==> src/sv/b41_pkg.sv <==
// Shared types, constants and the digit-to-ASCII mapping for the base-41 text encoder.
package b41_pkg;

    typedef logic [7:0]  byte_t;
    typedef logic [15:0] word_t;
    typedef logic [10:0] quot_t;
    typedef logic [5:0]  digit_t;
    typedef logic [6:0]  char_t;
    typedef logic [1:0]  slot_t;

    localparam int unsigned DIGIT_BASE   = 41;
    localparam int unsigned UPPER_COUNT  = 26;
    localparam int unsigned FIGURE_COUNT = 10;

    // Reciprocals of 41: q = (x * RECIP) >> SHIFT is exact over each range used.
    localparam int unsigned WORD_SHIFT = 22;
    localparam logic [16:0] WORD_RECIP = 17'((1 << WORD_SHIFT) / DIGIT_BASE + 1);
    localparam int unsigned QUOT_SHIFT = 17;
    localparam logic [11:0] QUOT_RECIP = 12'((1 << QUOT_SHIFT) / DIGIT_BASE + 1);

    localparam slot_t FIRST_SLOT = 2'd0;
    localparam slot_t LAST_SLOT  = 2'd2;

    localparam char_t CHAR_UPPER_A = 7'h41;
    localparam char_t CHAR_ZERO    = 7'h30;
    localparam char_t CHAR_LOWER_A = 7'h61;

    // One word on its way into the divider stages.
    typedef struct packed {
        word_t word;
        logic  last;
    } b41_word_t;

    // Three base-41 digits of one word, least significant first.
    typedef struct packed {
        digit_t d0;
        digit_t d1;
        digit_t d2;
        logic   last;
    } b41_group_t;

    function automatic char_t digit_to_ascii(input digit_t d);
        char_t c;
        c = {1'b0, d};
        if (d < digit_t'(UPPER_COUNT))
            return CHAR_UPPER_A + c;
        else if (d < digit_t'(UPPER_COUNT + FIGURE_COUNT))
            return CHAR_ZERO + c - char_t'(UPPER_COUNT);
        else
            return CHAR_LOWER_A + c - char_t'(UPPER_COUNT + FIGURE_COUNT);
    endfunction

endpackage

==> src/sv/b41_digit_pipe.sv <==
// Three-stage elastic pipeline that splits a 16-bit word into three base-41 digits.
module b41_digit_pipe
    import b41_pkg::*;
(
    input  logic       clk,
    input  logic       rst_n,
    input  logic       word_valid,
    output logic       word_ready,
    input  b41_word_t  word_in,
    output logic       grp_valid,
    input  logic       grp_ready,
    output b41_group_t grp_out
);

    // Stage 1: word register
    logic  v1_reg;
    word_t w1_reg;
    logic  last1_reg;
    // Stage 2: first quotient
    logic  v2_reg;
    word_t w2_reg;
    quot_t q1_2_reg;
    logic  last2_reg;
    // Stage 3: low digit, first quotient, top digit
    logic   v3_reg;
    digit_t d0_reg;
    quot_t  q1_3_reg;
    digit_t q2_reg;
    logic   last3_reg;

    logic load1;
    logic load2;
    logic load3;

    logic [32:0] prod1;
    quot_t       q1;
    logic [22:0] prod2;
    digit_t      q2;
    word_t       rem0;
    quot_t       rem1;

    assign load3 = !v3_reg || grp_ready;
    assign load2 = !v2_reg || load3;
    assign load1 = !v1_reg || load2;
    assign word_ready = load1;

    assign prod1 = 33'(w1_reg) * 33'(WORD_RECIP);
    assign q1    = prod1[32:22];

    assign prod2 = 23'(q1_2_reg) * 23'(QUOT_RECIP);
    assign q2    = prod2[22:17];
    assign rem0  = w2_reg - 16'(q1_2_reg) * 16'(DIGIT_BASE);

    assign rem1  = q1_3_reg - 11'(q2_reg) * 11'(DIGIT_BASE);

    assign grp_valid    = v3_reg;
    assign grp_out.d0   = d0_reg;
    assign grp_out.d1   = rem1[5:0];
    assign grp_out.d2   = q2_reg;
    assign grp_out.last = last3_reg;

    always_ff @(posedge clk or negedge rst_n)
    begin
        if (!rst_n)
        begin
            v1_reg <= 1'b0;
            v2_reg <= 1'b0;
            v3_reg <= 1'b0;
        end
        else
        begin
            if (load1)
                v1_reg <= word_valid;
            if (load2)
                v2_reg <= v1_reg;
            if (load3)
                v3_reg <= v2_reg;
        end
    end

    always_ff @(posedge clk)
    begin
        if (load1 && word_valid)
        begin
            w1_reg    <= word_in.word;
            last1_reg <= word_in.last;
        end
        if (load2 && v1_reg)
        begin
            w2_reg    <= w1_reg;
            q1_2_reg  <= q1;
            last2_reg <= last1_reg;
        end
        if (load3 && v2_reg)
        begin
            d0_reg    <= rem0[5:0];
            q1_3_reg  <= q1_2_reg;
            q2_reg    <= q2;
            last3_reg <= last2_reg;
        end
    end

    // Quotient from the reciprocal must leave a remainder below the base.
    a_q1_exact: assert property (@(posedge clk) disable iff (!rst_n)
        v2_reg |-> (32'(q1_2_reg) * 32'd41 <= 32'(w2_reg))
                && (32'(w2_reg) - 32'(q1_2_reg) * 32'd41 < 32'd41))
        else $error("first quotient off by one");

    a_digits_range: assert property (@(posedge clk) disable iff (!rst_n)
        v3_reg |-> (d0_reg < 6'd41) && (q2_reg < 6'd39)
                && (11'(q2_reg) * 11'd41 <= q1_3_reg) && (rem1 < 11'd41))
        else $error("digit out of range");

    a_stall_hold: assert property (@(posedge clk) disable iff (!rst_n)
        v3_reg && !grp_ready |=> v3_reg && $stable(d0_reg) && $stable(q2_reg))
        else $error("stalled group lost");

endmodule

==> config.mk <==
export PLATFORM = sky130hd
export DESIGN_NAME = b41_digit_pipe
export DESIGN_NICKNAME = d
export VERILOG_FILES = /design/src/sv/b41_pkg.sv /design/src/sv/b41_digit_pipe.sv
export SDC_FILE = /design/constraint.sdc
export NUM_CORES = 1
export LEC_CHECK = 0
export BUFFER_PORTS_ARGS = -buffer_cell sky130_fd_sc_hd__buf_4
export CORE_UTILIZATION = 35
export CTS_CLUSTER_SIZE = 16
export DETAILED_ROUTE_END_ITERATION = 8
export PLACE_DENSITY_LB_ADDON = 0.1
export SETUP_SLACK_MARGIN = 0.4
export SLEW_MARGIN = 25
export SYNTH_ARGS = -nofsm -noshare
export SYNTH_HDL_FRONTEND = slang
export SYNTH_SLANG_ARGS = --single-unit
==> constraint.sdc <==
create_clock -name clk -period 5.4 [get_ports clk]
set_clock_uncertainty 0.2 [all_clocks]
set_input_delay 0.54 -clock clk [delete_from_list [all_inputs] [get_ports clk]]
set_output_delay 0.54 -clock clk [all_outputs]
set_load 0.01 [all_outputs]
==> impl_metrics.json <==
{
  "outcome": "finished with violations",
  "violations": "DRC, setup timing",
  "numCtsBuffers": 9,
  "hold_path_class": "in -> reg",
  "min_from": "word_in[12]",
  "fp-row-count": 59,
  "crit_path_start_kind": "flip-flop",
  "hold_path_depth": 1,
  "fp.dieW_um": 166.2,
  "synth_edf_count": 54,
  "area_growth_pct": 21.60,
  "multiInputGateArea_sq_um": 7102,
  "synth-simple-area-share": 0.04148,
  "grt_use_total": 0.1577,
  "synth.distinct_cells": 46,
  "drc": 5,
  "critPathMaxFanout": 4,
  "seq_area_sq_um": 1697,
  "antenna_found_initial": 0,
  "yosysSeqAreaShare": 0.1797,
  "worstHoldEndpoint": "w1_reg[11]",
  "cts_buffer_depth": 2,
  "path_class": "reg -> reg",
  "num_vias": 5945,
  "htree_levels": 3,
  "cpMostUsedCell": "fa_1",
  "ys_top_cells_by_area": "ha_1 (30%), fa_1 (28%), edfxtp_1 (17%)",
  "crit_slowest_cell": "fa_1",
  "fmax_mhz": 171.3,
  "slew_violations": 0,
  "grt_pass1_vias": 6535,
  "cts.sink_count": 57,
  "fill_cells": 2569,
  "core_area_sq_um": 26280,
  "synth.top_cell.area_share": 0.3009,
  "muxShareOfSynthArea": 0.002386,
  "dr.pass1.iters": 6,
  "crit_required_ns": 5.29,
  "largest_reg_flops": 16,
  "r2r_start": "w1_reg[5]",
  "final_util": 0.4368,
  "yosys_warnings": 0,
  "cpPeakStageDelay_ns": 0.59,
  "hold_viol_final": 0,
  "synthArstFlopShare": 0.05263,
  "clockRootBuffer": "clkbuf_16",
  "r2r_slack_ns": -0.44,
  "die_height_um": 166.2,
  "synth-xor-area-share": 0.03989,
  "design.portCount": 42,
  "synth_seq_cells": 57,
  "regToRegEndpoint": "q1_2_reg[9]",
  "yosysTopAreaCell": "ha_1",
  "final_nets": 1376,
  "synth_compound_area_frac": 0.05500,
  "portBuffers": 41,
  "die_area_sq_um": 27630,
  "reg2reg_depth": 20,
  "avgViaCountPerCell": 4.453,
  "tightest_slew_ns": 0.8726,
  "grt_pass1_wl_um": 33650,
  "timing.final.ws_setup_ns": -0.4372,
  "post-route-period-util": 1.081,
  "path_cells": "fa_1, inv_2, fa_1, inv_1, fa_1, fa_1, fa_1, inv_1, fa_1, inv_2, ha_4, nand2_4, o211ai_1, a211oi_2, buf_4, o21ai_4, a41oi_2, a211o_4, o21bai_4, xor2_1",
  "wl_per_cell_um": 14.95,
  "synth_top_family_by_area": "adder cells",
  "synthAdderAreaFrac": 0.5829,
  "finalSetupViolCount": 11,
  "synth_area_sq_um": 9440,
  "grt_start_max_net_pins": 20,
  "finalCriticalPeriod_ns": 5.837,
  "placed_area_sq_um": 10820,
  "clk_latency_ns": 0.34,
  "antenna_cells": 0,
  "dp_hpwl_um": 17790,
  "start_util": 0.3592,
  "first_iter_violations": 164,
  "syn_inst": 855,
  "cap_violations": 0,
  "max-slew-margin-rel": 0.4183,
  "drive_gt1_frac": 0.2130,
  "overflow": 0,
  "hold_ws_ns": 0.1708,
  "place_congestion": 0.8322,
  "final_area_sq_um": 11480,
  "drtAntennaViolNets": 0,
  "cts_tree": "done",
  "avgSynthCellArea_sq_um": 11.04,
  "rsz0062_at_grt": "true",
  "clk_pin_slew_ns": 0.06,
  "crit_path_end_kind": "flip-flop",
  "ys.flop_type": "edfxtp_1",
  "arrival_ns": 5.72,
  "syn_nets": 1236,
  "routed_wl_um": 19960
}
worst max-delay path, delay by kind of cell (launching register included):
kind / cells / cell delay, ns
simple gates: 1 / 0.07
flops: 1 / 0.42
buf+inv: 5 / 0.37
compound gates: 6 / 1.19
xor+xnor: 1 / 0.07
fa+ha+maj: 7 / 3.27
worst max-delay path by stage:
stage                   start          end  slack (ns)  depth (start not counted)
detailed placement  w1_reg[3]  q1_2_reg[9]       -0.54                         20
global route        w1_reg[5]  q1_2_reg[9]       -0.61                         20
finish              w1_reg[5]  q1_2_reg[9]       -0.44                         20
floorplan           w1_reg[5]  q1_2_reg[9]       -0.26                         19
CTS                 w1_reg[4]  q1_2_reg[9]       -0.45                         20
global placement    w1_reg[3]  q1_2_reg[9]       -0.52                         20
metrics by stage:
stage	setup TNS (ns)	instances	setup slack, ns
after floorplan	-0.6700	855	-0.2587
after global placement	-3.120	1303	-0.5206
after detailed placement	-3.079	1303	-0.5431
after CTS	-2.376	1329	-0.4540
after global routing	-4.634	1335	-0.6053
final	-2.499	1335	-0.4372
cell usage after synthesis (all sizes together), types with 3 or more instances:
cell type / n
a211oi: 5
a21o: 14
a21oi: 25
and2: 5
and3: 3
dfrtp: 3
edfxtp: 54
fa: 133
ha: 227
inv: 246
nand2: 8
nand2b: 7
nand3: 8
nand4: 5
nor2: 10
nor2b: 5
nor3: 7
nor3b: 3
o211ai: 4
o21ai: 9
or2: 6
xnor2: 29
xor2: 14
final cells by class:
type	instances	share of cell area
clock buffers	9	0.01962
clock inverters	7	0.01112
inverters	246	0.08044
multi-input cells	551	0.6186
flip-flops and latches	57	0.1478
well taps	335	0.03651
repair buffers	130	0.08589
kinds of logic after synthesis:
logic type / Yosys count
xor gates and xnor gates: 43
DFF: 57
and+or+nand+nor: 71
buffers and inverters: 247
AOI/OAI and AO/OA: 75
adders and majority gates: 360
muxes: 2
repair_timing:
action | in CTS | in global routing
setup buffers | 9 | 6
hold buffers | 1 | 0
setup endpoints to repair | 16 | 17
gates resized for setup | 17 | 29
pin swaps | 16 | 26
endpoints found under the hold margin | 3 | 0
routing by layer:
metal	part of all wire	up-vias	routed length [um]	track usage
li1	-	3027	-	-
met2	0.47	55	9310	0.2638
met1	0.50	2852	9997	0.2209
met3	0.026	11	526	0.02121
met4	0.0062	0	123	0.02496
met5	0	-	0	0
placed cells by master, fill, tap and decap left out, types with 5 or more instances in the layout:
master / n
fa_2: 9
a21oi_1: 14
a21o_1: 14
inv_1: 237
ha_4: 6
xnor2_1: 27
nor2_1: 8
nand4_1: 5
nand2_1: 6
a21oi_2: 9
edfxtp_1: 54
nor2b_1: 5
ha_1: 216
clkbuf_16: 9
ha_2: 5
nor3_1: 6
inv_2: 9
or2_2: 5
nand3_1: 8
buf_4: 127
nand2b_1: 7
xor2_1: 14
fa_1: 124
Power is left out: the tool's default activity adds up to more than one toggle a clock period on the data nets, which glitch-free logic cannot reach.
